## src/design/http_chunked_body_decoder_defines.svh

```systemverilog
// Assertion macros shared by the chunked body decoder RTL.
// Each macro takes a label, an antecedent and a consequent; clk and rst_n
// of the including module are sampled.
`ifndef HTTP_CHUNKED_BODY_DECODER_DEFINES_SVH
`define HTTP_CHUNKED_BODY_DECODER_DEFINES_SVH

`ifndef SYNTHESIS

// Same-cycle implication
`define CHDEC_ASSERT_IMP(label, ante, cons) \
  label: assert property (@(posedge clk) disable iff (!rst_n) (ante) |-> (cons)) \
    else $error("chdec assertion failed");

// Next-cycle implication
`define CHDEC_ASSERT_NXT(label, ante, cons) \
  label: assert property (@(posedge clk) disable iff (!rst_n) (ante) |=> (cons)) \
    else $error("chdec assertion failed");

`else

`define CHDEC_ASSERT_IMP(label, ante, cons)
`define CHDEC_ASSERT_NXT(label, ante, cons)

`endif

`endif

```

## src/design/chdec_pkg.sv

```systemverilog
package chdec_pkg;

  // Width of the size accumulator and remaining-byte counter
  localparam int SIZE_BITS = 30;
  // Width of the max chunk size register
  localparam int CFG_W = 30;
  localparam logic [CFG_W-1:0] MAX_CHUNK_RESET = CFG_W'(32'h2000_0000);

  // Decoder phase, one-hot
  typedef enum logic [5:0] {
    PH_SIZE    = 6'b000001,
    PH_EXT     = 6'b000010,
    PH_DATA    = 6'b000100,
    PH_TERM    = 6'b001000,
    PH_TRAILER = 6'b010000,
    PH_IDLE    = 6'b100000
  } phase_t;

  typedef enum logic [1:0] {
    ERR_SIZE_LINE = 2'd0,
    ERR_TOO_LARGE = 2'd1,
    ERR_TERM      = 2'd2,
    ERR_TRUNC     = 2'd3
  } err_code_t;

  typedef struct packed {
    phase_t                phase;
    logic [SIZE_BITS-1:0]  size_accum;
    logic [SIZE_BITS-1:0]  bytes_left;
    logic                  hex_seen;
    logic                  cr_pending;
    logic                  line_text;
    logic                  error_hold;
  } chdec_state_t;

  typedef struct packed {
    logic [7:0] body_byte;
    logic       body_valid;
    logic       message_done;
    logic       error_flag;
    err_code_t  error_code;
  } chdec_res_t;

  localparam chdec_state_t STATE_RESET = '{
    phase:      PH_SIZE,
    size_accum: '0,
    bytes_left: '0,
    hex_seen:   1'b0,
    cr_pending: 1'b0,
    line_text:  1'b0,
    error_hold: 1'b0
  };

endpackage

```

## src/design/chdec_cfg.sv

```systemverilog
module chdec_cfg import chdec_pkg::*; (
  input  logic             clk,
  input  logic             rst_n,
  input  logic             psel,
  input  logic             penable,
  input  logic             pwrite,
  input  logic [2:0]       paddr,
  input  logic [31:0]      pwdata,
  output logic [31:0]      prdata,
  output logic             pready,
  output logic [CFG_W-1:0] max_chunk_size
);

  logic [CFG_W-1:0] max_r;
  logic [CFG_W-1:0] max_nxt;
  logic             sel_max;

  // Only register 0 exists; the upper word is a hole
  assign sel_max = (paddr[2] == 1'b0);

  always_comb begin
    max_nxt = max_r;
    if (psel && penable && pwrite && sel_max) begin
      max_nxt = pwdata[CFG_W-1:0];
    end
  end

  always_ff @(posedge clk) begin
    if (!rst_n) begin
      max_r <= MAX_CHUNK_RESET;
    end else begin
      max_r <= max_nxt;
    end
  end

  assign pready         = 1'b1;
  assign prdata         = sel_max ? {{(32-CFG_W){1'b0}}, max_r} : 32'd0;
  assign max_chunk_size = max_r;

endmodule

```

## src/design/chdec_step.sv

```systemverilog
module chdec_step import chdec_pkg::*; (
  input  chdec_state_t     st,
  input  logic [7:0]       data_byte,
  input  logic             stream_end,
  input  logic             restart,
  input  logic [CFG_W-1:0] max_chunk_size,
  output chdec_state_t     st_nxt,
  output chdec_res_t       res
);

  localparam logic [7:0] CH_CR   = 8'h0D;
  localparam logic [7:0] CH_LF   = 8'h0A;
  localparam logic [7:0] CH_SEMI = 8'h3B;

  // Hex digit value, 16 for anything else
  function automatic logic [4:0] hex_value(input logic [7:0] b);
    logic [4:0] v;
    v = 5'd16;
    if (b >= 8'h30 && b <= 8'h39) v = 5'(b - 8'h30);
    else if (b >= 8'h61 && b <= 8'h66) v = 5'(b - 8'h61 + 8'd10);
    else if (b >= 8'h41 && b <= 8'h46) v = 5'(b - 8'h41 + 8'd10);
    return v;
  endfunction

  phase_t               ph;
  chdec_state_t         eol_st;
  chdec_res_t           eol_res;
  chdec_res_t           zero_res;
  logic [4:0]           digit;
  logic                 accum_full;
  logic                 is_cr;
  logic                 is_lf;
  logic [SIZE_BITS-1:0] left_dec;

  assign ph         = (st.phase == PH_IDLE) ? PH_SIZE : st.phase;
  assign digit      = hex_value(data_byte);
  assign accum_full = |st.size_accum[SIZE_BITS-1 -: 4];
  assign is_cr      = (data_byte == CH_CR);
  assign is_lf      = (data_byte == CH_LF);
  assign left_dec   = st.bytes_left - SIZE_BITS'(1);

  assign zero_res = '{body_byte: 8'd0, body_valid: 1'b0, message_done: 1'b0,
                      error_flag: 1'b0, error_code: ERR_SIZE_LINE};

  // Outcome of a size line closed by CRLF
  always_comb begin
    eol_st            = st;
    eol_st.phase      = ph;
    eol_res           = zero_res;
    eol_st.cr_pending = 1'b0;
    if (!st.hex_seen) begin
      eol_st.error_hold  = 1'b1;
      eol_res.error_flag = 1'b1;
      eol_res.error_code = ERR_SIZE_LINE;
    end else if (st.size_accum > max_chunk_size) begin
      eol_st.error_hold  = 1'b1;
      eol_res.error_flag = 1'b1;
      eol_res.error_code = ERR_TOO_LARGE;
    end else if (st.size_accum == '0) begin
      eol_st.phase     = PH_TRAILER;
      eol_st.line_text = 1'b0;
    end else begin
      eol_st.bytes_left = st.size_accum;
      eol_st.phase      = PH_DATA;
    end
    eol_st.size_accum = '0;
    eol_st.hex_seen   = 1'b0;
  end

  // Per-byte state update
  always_comb begin
    st_nxt = st;
    res    = zero_res;
    if (restart) begin
      st_nxt = STATE_RESET;
    end else if (st.error_hold) begin
      st_nxt = st;
    end else if (stream_end) begin
      if (st.phase != PH_IDLE) begin
        st_nxt.error_hold = 1'b1;
        res.error_flag    = 1'b1;
        res.error_code    = ERR_TRUNC;
      end
    end else begin
      st_nxt.phase = ph;
      case (ph)
        PH_EXT: begin
          if (st.cr_pending && is_lf) begin
            st_nxt = eol_st;
            res    = eol_res;
          end else begin
            st_nxt.cr_pending = is_cr;
          end
        end
        PH_DATA: begin
          res.body_byte     = data_byte;
          res.body_valid    = 1'b1;
          st_nxt.bytes_left = left_dec;
          if (left_dec == '0) st_nxt.phase = PH_TERM;
        end
        PH_TERM: begin
          if (!st.cr_pending && is_cr) begin
            st_nxt.cr_pending = 1'b1;
          end else if (st.cr_pending && is_lf) begin
            st_nxt.cr_pending = 1'b0;
            st_nxt.phase      = PH_SIZE;
          end else begin
            st_nxt.error_hold = 1'b1;
            res.error_flag    = 1'b1;
            res.error_code    = ERR_TERM;
          end
        end
        PH_TRAILER: begin
          if (st.cr_pending && is_lf) begin
            st_nxt.cr_pending = 1'b0;
            st_nxt.line_text  = 1'b0;
            if (!st.line_text) begin
              res.message_done = 1'b1;
              st_nxt.phase     = PH_IDLE;
            end
          end else begin
            // a lone CR counts as line text
            st_nxt.cr_pending = is_cr;
            st_nxt.line_text  = st.line_text | st.cr_pending | !is_cr;
          end
        end
        default: begin
          // size line, also after done and for unknown codes
          if (st.cr_pending) begin
            if (is_lf) begin
              st_nxt = eol_st;
              res    = eol_res;
            end else begin
              st_nxt.error_hold = 1'b1;
              res.error_flag    = 1'b1;
              res.error_code    = ERR_SIZE_LINE;
            end
          end else if (is_cr) begin
            st_nxt.cr_pending = 1'b1;
          end else if (data_byte == CH_SEMI) begin
            if (!st.hex_seen) begin
              st_nxt.error_hold = 1'b1;
              res.error_flag    = 1'b1;
              res.error_code    = ERR_SIZE_LINE;
            end else begin
              st_nxt.phase = PH_EXT;
            end
          end else if (digit[4]) begin
            st_nxt.error_hold = 1'b1;
            res.error_flag    = 1'b1;
            res.error_code    = ERR_SIZE_LINE;
          end else if (accum_full) begin
            st_nxt.error_hold = 1'b1;
            res.error_flag    = 1'b1;
            res.error_code    = ERR_TOO_LARGE;
          end else begin
            st_nxt.size_accum = {st.size_accum[SIZE_BITS-5:0], digit[3:0]};
            st_nxt.hex_seen   = 1'b1;
          end
        end
      endcase
    end
  end

endmodule

```

## src/design/http_chunked_body_decoder.sv

```systemverilog
// HTTP/1.1 chunked body decoder.
// Input channel (in_valid / in_stall): one request per body byte, or a
// stream-end or restart marker (restart wins, neither carries a byte).
// Output channel (out_valid / out_stall): exactly one result per request,
// in order: a payload byte with body_valid, a message_done pulse on the
// final empty trailer line, or an error flag with its code.
// Each request passes the input register, then decode and the result
// register. Throughput: one request per cycle while out_stall is low; the
// state update between the two registers is combinational.
// When out_stall is high with a result waiting, the result register holds;
// the input register still takes one more request, then in_stall rises
// until the result drains.
// Configuration: APB register 0 (max_chunk_size) at address 0, pready
// always high; write it only while the decoder is idle.
// Reset (rst_n low, synchronous): both registers empty, decoder waits for
// a size line, max_chunk_size returns to 512 MiB. After an error every
// request but restart yields an all-zero result.
module http_chunked_body_decoder import chdec_pkg::*; (
  input  logic        clk,
  input  logic        rst_n,
  // input channel
  input  logic        in_valid,
  output logic        in_stall,
  input  logic [7:0]  in_data_byte,
  input  logic        in_stream_end,
  input  logic        in_restart,
  // output channel
  output logic        out_valid,
  input  logic        out_stall,
  output logic [7:0]  out_body_byte,
  output logic        out_body_valid,
  output logic        out_message_done,
  output logic        out_error_flag,
  output logic [1:0]  out_error_code,
  // configuration
  input  logic        psel,
  input  logic        penable,
  input  logic        pwrite,
  input  logic [2:0]  paddr,
  input  logic [31:0] pwdata,
  output logic [31:0] prdata,
  output logic        pready
);

`include "http_chunked_body_decoder_defines.svh"

  logic [CFG_W-1:0] max_chunk_size;

  // input register
  logic             s1_valid_r, s1_valid_nxt;
  logic [7:0]       s1_data_r;
  logic             s1_end_r;
  logic             s1_restart_r;

  chdec_state_t     st_r, st_nxt;
  chdec_res_t       res;
  chdec_res_t       res_r;
  logic             out_valid_r, out_valid_nxt;
  logic             in_take;
  logic             advance;

  chdec_cfg u_cfg (
    .clk            (clk),
    .rst_n          (rst_n),
    .psel           (psel),
    .penable        (penable),
    .pwrite         (pwrite),
    .paddr          (paddr),
    .pwdata         (pwdata),
    .prdata         (prdata),
    .pready         (pready),
    .max_chunk_size (max_chunk_size)
  );

  chdec_step u_step (
    .st             (st_r),
    .data_byte      (s1_data_r),
    .stream_end     (s1_end_r),
    .restart        (s1_restart_r),
    .max_chunk_size (max_chunk_size),
    .st_nxt         (st_nxt),
    .res            (res)
  );

  // handshake
  assign advance  = s1_valid_r && (!out_valid_r || !out_stall);
  assign in_stall = s1_valid_r && !advance;
  assign in_take  = in_valid && !in_stall;

  always_comb begin
    s1_valid_nxt = s1_valid_r;
    if (in_take) s1_valid_nxt = 1'b1;
    else if (advance) s1_valid_nxt = 1'b0;
  end

  always_comb begin
    out_valid_nxt = out_valid_r;
    if (advance) out_valid_nxt = 1'b1;
    else if (!out_stall) out_valid_nxt = 1'b0;
  end

  // control state
  always_ff @(posedge clk) begin
    if (!rst_n) begin
      s1_valid_r  <= 1'b0;
      out_valid_r <= 1'b0;
      st_r        <= STATE_RESET;
    end else begin
      s1_valid_r  <= s1_valid_nxt;
      out_valid_r <= out_valid_nxt;
      if (advance) st_r <= st_nxt;
    end
  end

  // payload registers
  always_ff @(posedge clk) begin
    if (in_take) begin
      s1_data_r    <= in_data_byte;
      s1_end_r     <= in_stream_end;
      s1_restart_r <= in_restart;
    end
    if (advance) res_r <= res;
  end

  assign out_valid        = out_valid_r;
  assign out_body_byte    = res_r.body_byte;
  assign out_body_valid   = res_r.body_valid;
  assign out_message_done = res_r.message_done;
  assign out_error_flag   = res_r.error_flag;
  assign out_error_code   = res_r.error_code;

  `CHDEC_ASSERT_IMP(a_stall_only_full, in_stall, s1_valid_r)
  `CHDEC_ASSERT_IMP(a_byte_not_error, out_valid_r && res_r.body_valid,
                    !res_r.error_flag && !res_r.message_done)
  `CHDEC_ASSERT_IMP(a_code_needs_flag, out_valid_r && !res_r.error_flag,
                    res_r.error_code == ERR_SIZE_LINE)
  `CHDEC_ASSERT_NXT(a_error_held, advance && res.error_flag, st_r.error_hold)
  `CHDEC_ASSERT_NXT(a_done_goes_idle, advance && res.message_done,
                    st_r.phase == PH_IDLE)

endmodule
```

## config.mk

```make
export PLATFORM = sky130hd
export DESIGN_NAME = http_chunked_body_decoder
export DESIGN_NICKNAME = d
export VERILOG_FILES = /design/src/design/chdec_pkg.sv /design/src/design/chdec_cfg.sv /design/src/design/chdec_step.sv /design/src/design/http_chunked_body_decoder.sv
export VERILOG_INCLUDE_DIRS = /design/src /design/src/design
export SDC_FILE = /design/constraint.sdc
export NUM_CORES = 1
export LEC_CHECK = 0
export ABC_AREA = 0
export BUFFER_PORTS_ARGS = -buffer_cell sky130_fd_sc_hd__buf_2
export CAP_MARGIN = 20
export CORE_AREA = 5 5 130 132
export DETAILED_ROUTE_END_ITERATION = 8
export DIE_AREA = 0 0 135 137
export PLACE_DENSITY = 0.7
export REMOVE_ABC_BUFFERS = 1
export SKIP_CTS_REPAIR_TIMING = 1
export SYNTH_ARGS = -nofsm -noshare
export SYNTH_HDL_FRONTEND = slang
export SYNTH_SLANG_ARGS = --single-unit
```

## constraint.sdc

```tcl
create_clock -name clk -period 8.1 [get_ports clk]
set_input_delay 0.81 -clock clk [delete_from_list [all_inputs] [get_ports clk]]
set_output_delay 0.81 -clock clk [all_outputs]
set_load 0.005 [all_outputs]
```

==> summary.txt, run 1 <==
Area Overhead vs Synth: 15.0%
Post-synth top cells: nand2_1, dfxtp_1, nor2_1
crit path DAT: 3760 ps
via/cell ratio: 5.75
leading area contributor after synthesis: dfxtp_1
row count: 46
relative slew slack: 0.390
CP peak stage delay: 480 ps
Final Net Count: 1,114
Max FO, Critical Path: 32
Netlist cell types: 83
Combinational Power Share: 0.059
Async S/R FF share, synth: 0
via count: 7,213
number of global-route vias before repair: 6,805
# DRC: 0
#FFs+latches synth: 125
post-synthesis sequential area ratio: 0.356
Switching Share: 0.223
Die X: 135 um
Worst VDD drop: 129 uV
die span in y: 137 um
global route total overflow: 0
Synth Area per Inst: 7.95 um^2
GP Congestion: 0.940
Diodes inserted: 0
largest net degree at the start of global routing: 63
gr usage total: 0.232
hold slack: 455 ps
drt initial violations: 670
pre-CTS setup slack: 4660 ps
clock latency at the later pin of the worst-skew pair: 420 ps
Leak: 3.39 nW
CTS Buffer Depth: 2
Inserted Clock Buffers: 17
initial antenna violation count: 0
H-tree depth: 4
IO Count: 100
clk sink count: 125
area of the mapped netlist: 7670 um^2
Power Density: 177 nW/um^2
post-route ant nets: 0
critical path type: reg -> reg
drt pass-1 iters: 6
global-route wire length before repair: 34,800 um
post-route design area: 8820 um^2
crit path time final: 3460 ps
status: complete, no violations
# fillers: 1,472
Net Switching: 347 uW
WP depth: 10
layout cells sized above 1: 0.157
Reg2Reg Depth: 10
Cells on Worst Hold Path: 2
number of max-cap violations: 0
Initial Util: 0.492
Required @ worst endpoint: 8400 ps
area of the multi-input gates: 4450 um^2
CP top delay family: simple AND/OR/NAND/NOR gates
Yosys top cell area share: 0.266
worst hold path class: reg -> reg
Die ar.: 18,500 um^2
core area: 15,600 um^2
Root Buffer Master: clkbuf_16
Area after DPL: 8150 um^2
PnR worst setup slack: 4640 ps
Setup crit end kind: flip-flop
clock power share: 0.522
CP bufs+invs: 1
Final HPWL DP: 14,900 um
Slew Viols, Final: 0
CTS tree: built
Achievable Freq: 289 MHz
EDFF count, synth: 23
RSZ-0062 raised after global routing: no
Final period util: 0.427
Reg area: 2730 um^2
Final Hold Viols: 0
CP cell instances: ha_1 -> nand4_1 -> nor4_2 -> nand2_1 -> a22o_1 -> nor4b_4 -> buf_4 -> mux2_2 -> a221oi_1 -> nor2_1
final setup vio count: 0
top post-synthesis cells by area: dfxtp_1, edfxtp_1, nand2_1
total negative slack: 0 ps
Worst setup SP type: flip-flop
input/output buffers: 92
final WL: 21,100 um
top-count cell post-synth: nand2_1
Post-Syn Instances: 965
Ys Warns: 0
ys flop type: dfxtp_1
WL/cell: 16.8 um
Critical-path top delay cell: buf_4
Clock Skews: 5.94 ps
Worst-Margin Slew: 916 ps
Reg clk slew, reported paths: 60 ps
Cell Int Power: 1.21 mW
part of the power in registers: 0.419
==> area by class of cell <==
| cell class | count | area share |
|---|---|---|
| clock buffers | 23 | 0.0577 |
| multi-input cells | 734 | 0.504 |
| inverters | 45 | 0.0191 |
| flip-flops and latches | 125 | 0.310 |
| well taps | 216 | 0.0306 |
| clock inverters | 9 | 0.0149 |
| repair buffers | 103 | 0.0638 |
==> layer usage <==
layer,track usage,share of wire,vias to the layer above
met5,0,0,-
met4,0.0644,0.017,0
met3,0.0507,0.061,25
met2,0.357,0.44,224
met1,0.329,0.48,3362
li1,-,-,3602
==> path summary, 6_finish.rpt <==
check	start	endpoint	slack, ps
worst min register to register	u_cfg.max_chunk_size[22]	u_cfg.max_chunk_size[22]	450
worst max-delay path	st_r[55]	st_r[27]	4640
worst max register to register	st_r[55]	st_r[27]	4640
worst min-delay path	u_cfg.max_chunk_size[22]	u_cfg.max_chunk_size[22]	450
==> worst reg2reg max path: stages, from the launching register on <==
cell and delay [ps]:
dfxtp_1 390, ha_1 370, nand4_1 150, nor4_2 430
nand2_1 120, a22o_1 350, nor4b_4 270, buf_4 480
mux2_2 420, a221oi_1 310, nor2_1 60
==> power groups by stage <==
stage,Sequential [mW],Combinational (mW),Clock [mW]
after floorplan,0.664,0.0485,0
after global placement,0.666,0.0880,0
after detailed placement,0.667,0.0887,0
after CTS,0.653,0.0896,0.824
after global routing,0.655,0.102,0.854
final,0.654,0.0914,0.814
==> state kept, by name, indices dropped and copies added (netlist names) <==
name	cells
out_body_byte	8
out_body_valid	1
out_error_code	2
out_error_flag	1
out_message_done	1
out_valid	1
s1_data_r	8
s1_end_r	1
s1_restart_r	1
s1_valid_r	1
st_r	70
u_cfg.max_chunk_size	30
==> layout by cell type (no fill, tap or decap), types with 24 or more instances in the layout <==
master | netlist | final
dfxtp_1 | 102 | 102
o21ai_0 | 71 | 71
ha_1 | 36 | 36
a21oi_1 | 79 | 79
nor2_1 | 89 | 89
nand3_1 | 60 | 60
nand2_1 | 129 | 129
nor3_1 | 24 | 24
buf_2 | 1 | 92
inv_1 | 45 | 45
==> cell families (layout without fill, tap and decap cells) <==
kind of cell,Yosys count,in the layout,share of synthesized area
AND/OR/NAND/NOR,415,415,0.274
AO/OA/AOI/OAI,241,241,0.195
other,2,3,0.000979
buffers and inverters,107,180,0.0662
flip-flops,125,125,0.356
multiplexers,27,27,0.0360
XOR/XNOR,12,12,0.0137
adder cells (fa/ha/maj),36,36,0.0587
==> through the flow <==
| step | util | instances | total power [mW] |
|---|---|---|---|
| CTS | 0.563 | 1253 | 1.57 |
| global placement | 0.522 | 1221 | 0.754 |
| floorplan | - | 904 | 0.713 |
| detailed placement | 0.522 | 1221 | 0.755 |
| finish | 0.566 | 1255 | 1.56 |
| global route | 0.566 | 1255 | 1.61 |
Note: power is estimated with default switching activity, not from simulation.
==> run 2: changes to the inputs <==
--- a/config.mk
+++ b/config.mk
@@ -6,13 +6,13 @@
 export SDC_FILE = /design/constraint.sdc
 export NUM_CORES = 1
 export LEC_CHECK = 0
-export ABC_AREA = 0
+export ABC_AREA = 1
 export BUFFER_PORTS_ARGS = -buffer_cell sky130_fd_sc_hd__buf_2
 export CAP_MARGIN = 20
-export CORE_AREA = 5 5 130 132
+export CORE_AREA = 5 5 135 137
 export DETAILED_ROUTE_END_ITERATION = 8
-export DIE_AREA = 0 0 135 137
-export PLACE_DENSITY = 0.7
+export DIE_AREA = 0 0 140 142
+export PLACE_DENSITY = 0.69
 export REMOVE_ABC_BUFFERS = 1
 export SKIP_CTS_REPAIR_TIMING = 1
 export SYNTH_ARGS = -nofsm -noshare
==> constraint.sdc (replaced) <==
create_clock -name clk -period 3.4 [get_ports clk]
set_input_delay 0.34 -clock clk [delete_from_list [all_inputs] [get_ports clk]]
set_output_delay 0.34 -clock clk [all_outputs]
set_load 0.005 [all_outputs]
==> summary.txt, run 2 <==
status: complete, no violations (unchanged)
Area Overhead vs Synth: 14.1% (was 15.0%)
via/cell ratio: 5.24 (was 5.75)
Largest Register: st_r (unchanged)
total negative slack: 0 ps (unchanged)
drt pass-1 iters: 5 (was 6)
GP Congestion: 0.932 (was 0.940)
# DRC: 0 (unchanged)
CP peak stage delay: 380 ps (was 480 ps)
IO Count: 100 (unchanged)
Inserted Clock Buffers: 17 (unchanged)
max FFs per register: 70 (unchanged)
pre-CTS setup slack: 773 ps (was 4660 ps)
commonest cells after routing, fill and taps aside: nand2_1, nor2_1, inv_1 (was nand2_1, dfxtp_1, buf_2)
crit path time final: 2680 ps (was 3460 ps)
clk sink count: 125 (unchanged)
Final Util: 0.552 (was 0.566)
Async S/R FF share, synth: 0 (unchanged)
area of the multi-input gates: 4570 um^2 (was 4450 um^2)
Worst VDD drop: 436 uV (was 129 uV)
Power Density: 404 nW/um^2 (was 177 nW/um^2)
via count: 8,265 (was 7,213)
Setup crit end kind: flip-flop (unchanged)
CTS Buffer Depth: 2 (unchanged)
worst hold path class: in -> reg (was reg -> reg)
met2 GRT Util: 0.389 (was 0.357)
RSZ-0062 raised after global routing: no (unchanged)
Post-Syn Instances: 1,265 (was 965)
EDFF count, synth: 23 (unchanged)
busiest grt layer: met2 (unchanged)
die span in y: 142 um (was 137 um)
final WL: 22,500 um (was 21,100 um)
number of max-cap violations: 0 (unchanged)
initial antenna violation count: 0 (unchanged)
most frequent CP cell: a21oi_1
Ys Warns: 0 (unchanged)
Netlist cell types: 47 (was 83)
relative slew slack: 0.446 (was 0.390)
global route total overflow: 0 (unchanged)
leading area contributor after synthesis: dfxtp_1 (unchanged)
post-route design area: 9350 um^2 (was 8820 um^2)
Area after DPL: 8750 um^2 (was 8150 um^2)
H-tree depth: 4 (unchanged)
Max FO, Critical Path: 43 (was 32)
clock latency at the later pin of the worst-skew pair: 430 ps (was 420 ps)
CP cell instances: nor2_2 -> nand4_2 -> a21oi_1 -> nand2_2 -> inv_4 -> o21ai_2 -> nand3_2 -> buf_4 -> o21ai_0 -> a21oi_1 (was ha_1 -> nand4_1 -> nor4_2 -> nand2_1 -> a22o_1 -> nor4b_4 -> buf_4 -> mux2_2 -> a221oi_1 -> nor2_1)
Clock Skews: 11.3 ps (was 5.94 ps)
crit path DAT: 3030 ps (was 3760 ps)
Final Net Count: 1,428 (was 1,114)
drt initial violations: 659 (was 670)
Required @ worst endpoint: 3750 ps (was 8400 ps)
Achievable Freq: 373 MHz (was 289 MHz)
largest net degree at the start of global routing: 59 (was 63)
Worst-Margin Slew: 830 ps (was 916 ps)
top post-synthesis cells by area: dfxtp_1, nand2_1, edfxtp_1 (was dfxtp_1, edfxtp_1, nand2_1)
final setup vio count: 0 (unchanged)
Final Hold Viols: 0 (unchanged)
WL/cell: 14.2 um (was 16.8 um)
Reg clk slew, reported paths: 70 ps (was 60 ps)
hold slack: 81.9 ps (was 455 ps)
gr usage total: 0.226 (was 0.232)
commonest non-fill, non-tap cell in the layout: nand2_1 (unchanged)
Yosys top cell area share: 0.249 (was 0.266)
PnR worst setup slack: 720 ps (was 4640 ps)
Final period util: 0.788 (was 0.427)
Post-synth top cells: nand2_1, nor2_1, inv_1 (was nand2_1, dfxtp_1, nor2_1)
row count: 48 (was 46)
post-route ant nets: 0 (unchanged)
Worst setup SP type: flip-flop (unchanged)
Critical-path top delay cell: dfxtp_1 (was buf_4)
number of global-route vias before repair: 7,586 (was 6,805)
Root Buffer Master: clkbuf_16 (unchanged)
Final HPWL DP: 16,200 um (was 14,900 um)
Diodes inserted: 0 (unchanged)
Initial Util: 0.484 (was 0.492)
# fillers: 1,703 (was 1,472)
#FFs+latches synth: 125 (unchanged)
area of the mapped netlist: 8200 um^2 (was 7670 um^2)
Die X: 140 um (was 135 um)
post-synthesis sequential area ratio: 0.333 (was 0.356)
top-count cell post-synth: nand2_1 (unchanged)
Slew Viols, Final: 0 (unchanged)
Leak: 4.36 nW (was 3.39 nW)
global-route wire length before repair: 37,100 um (was 34,800 um)
input/output buffers: 92 (unchanged)
Synth Area per Inst: 6.48 um^2 (was 7.95 um^2)
GR Layer Usage met1: 0.291 (was 0.329)
ys flop type: dfxtp_1 (unchanged)
GRT met3 Usage: 0.0346 (was 0.0507)
Reg area: 2730 um^2 (unchanged)
core area: 16,900 um^2 (was 15,600 um^2)
layout cells sized above 1: 0.128 (was 0.157)
critical path type: reg -> reg (unchanged)
CTS tree: built (unchanged)
Die ar.: 19,900 um^2 (was 18,500 um^2)
-- run 2: changes by cell type in the layout (fill, tap and decap cells not counted), moves of 22 or more --
| cell | before | now |
|---|---|---|
| a21oi_1 | 79 | 113 |
| inv_1 | 45 | 155 |
| mux2i_1 | 22 | 0 |
| nand2_1 | 129 | 365 |
| nand3_1 | 60 | 88 |
| nor2_1 | 89 | 157 |
-- run 2: layout make-up --
cell class                 count  area share
multi-input combinational    929       0.489
sequential                   125       0.292
inverter                     164      0.0664
timing repair buffer         103      0.0581
clock buffer                  17      0.0455
tap                          225      0.0301
clock inverter                15      0.0186
-- run 2: final timing paths --
check / start / endpoint / slack, ps / cells after the start
worst min-delay path: in_data_byte[5] / s1_data_r[5] / 80 / 1
worst min register to register: st_r[33] / st_r[33] / 470 / 2
worst max-delay path: st_r[68] / st_r[51] / 720 / 10
worst max register to register: st_r[68] / st_r[51] / 720 / 10
-- run 2: cell families after synthesis --
logic type	count (synthesis)	synth area share
compound gates	197	0.133
xor+xnor	18	0.0192
fa+ha+maj	36	0.0549
buf+inv	212	0.109
flops	125	0.333
other cells	2	0.000916
simple gates	675	0.349
-- run 2: power breakdown --
group	switching (mW)	internal, mW
logic	0.225	0.115
registers	0.0241	1.55
clock network	0.766	1.10
-- run 2: critical path, delay by kind of cell, from the launching register on --
family          cells  cell delay (ps)
buf+inv             2              750
simple gates        4              730
compound gates      4              700
flops               1              380
-- run 2: per-stage QoR --
stage / power, mW / cells
4_1_cts: 3.80 / 1578
2_1_floorplan: 1.81 / 1218
6_report: 3.78 / 1578
5_1_grt: 3.93 / 1578
3_3_place_gp: 1.93 / 1546
3_5_place_dp: 1.94 / 1546
-- run 2: layer usage --
layer  share of wire  vias up
li1                -     4223
met1            0.44     3767
met2            0.49      240
met3           0.057       35
met4           0.021        0
met5               0        -
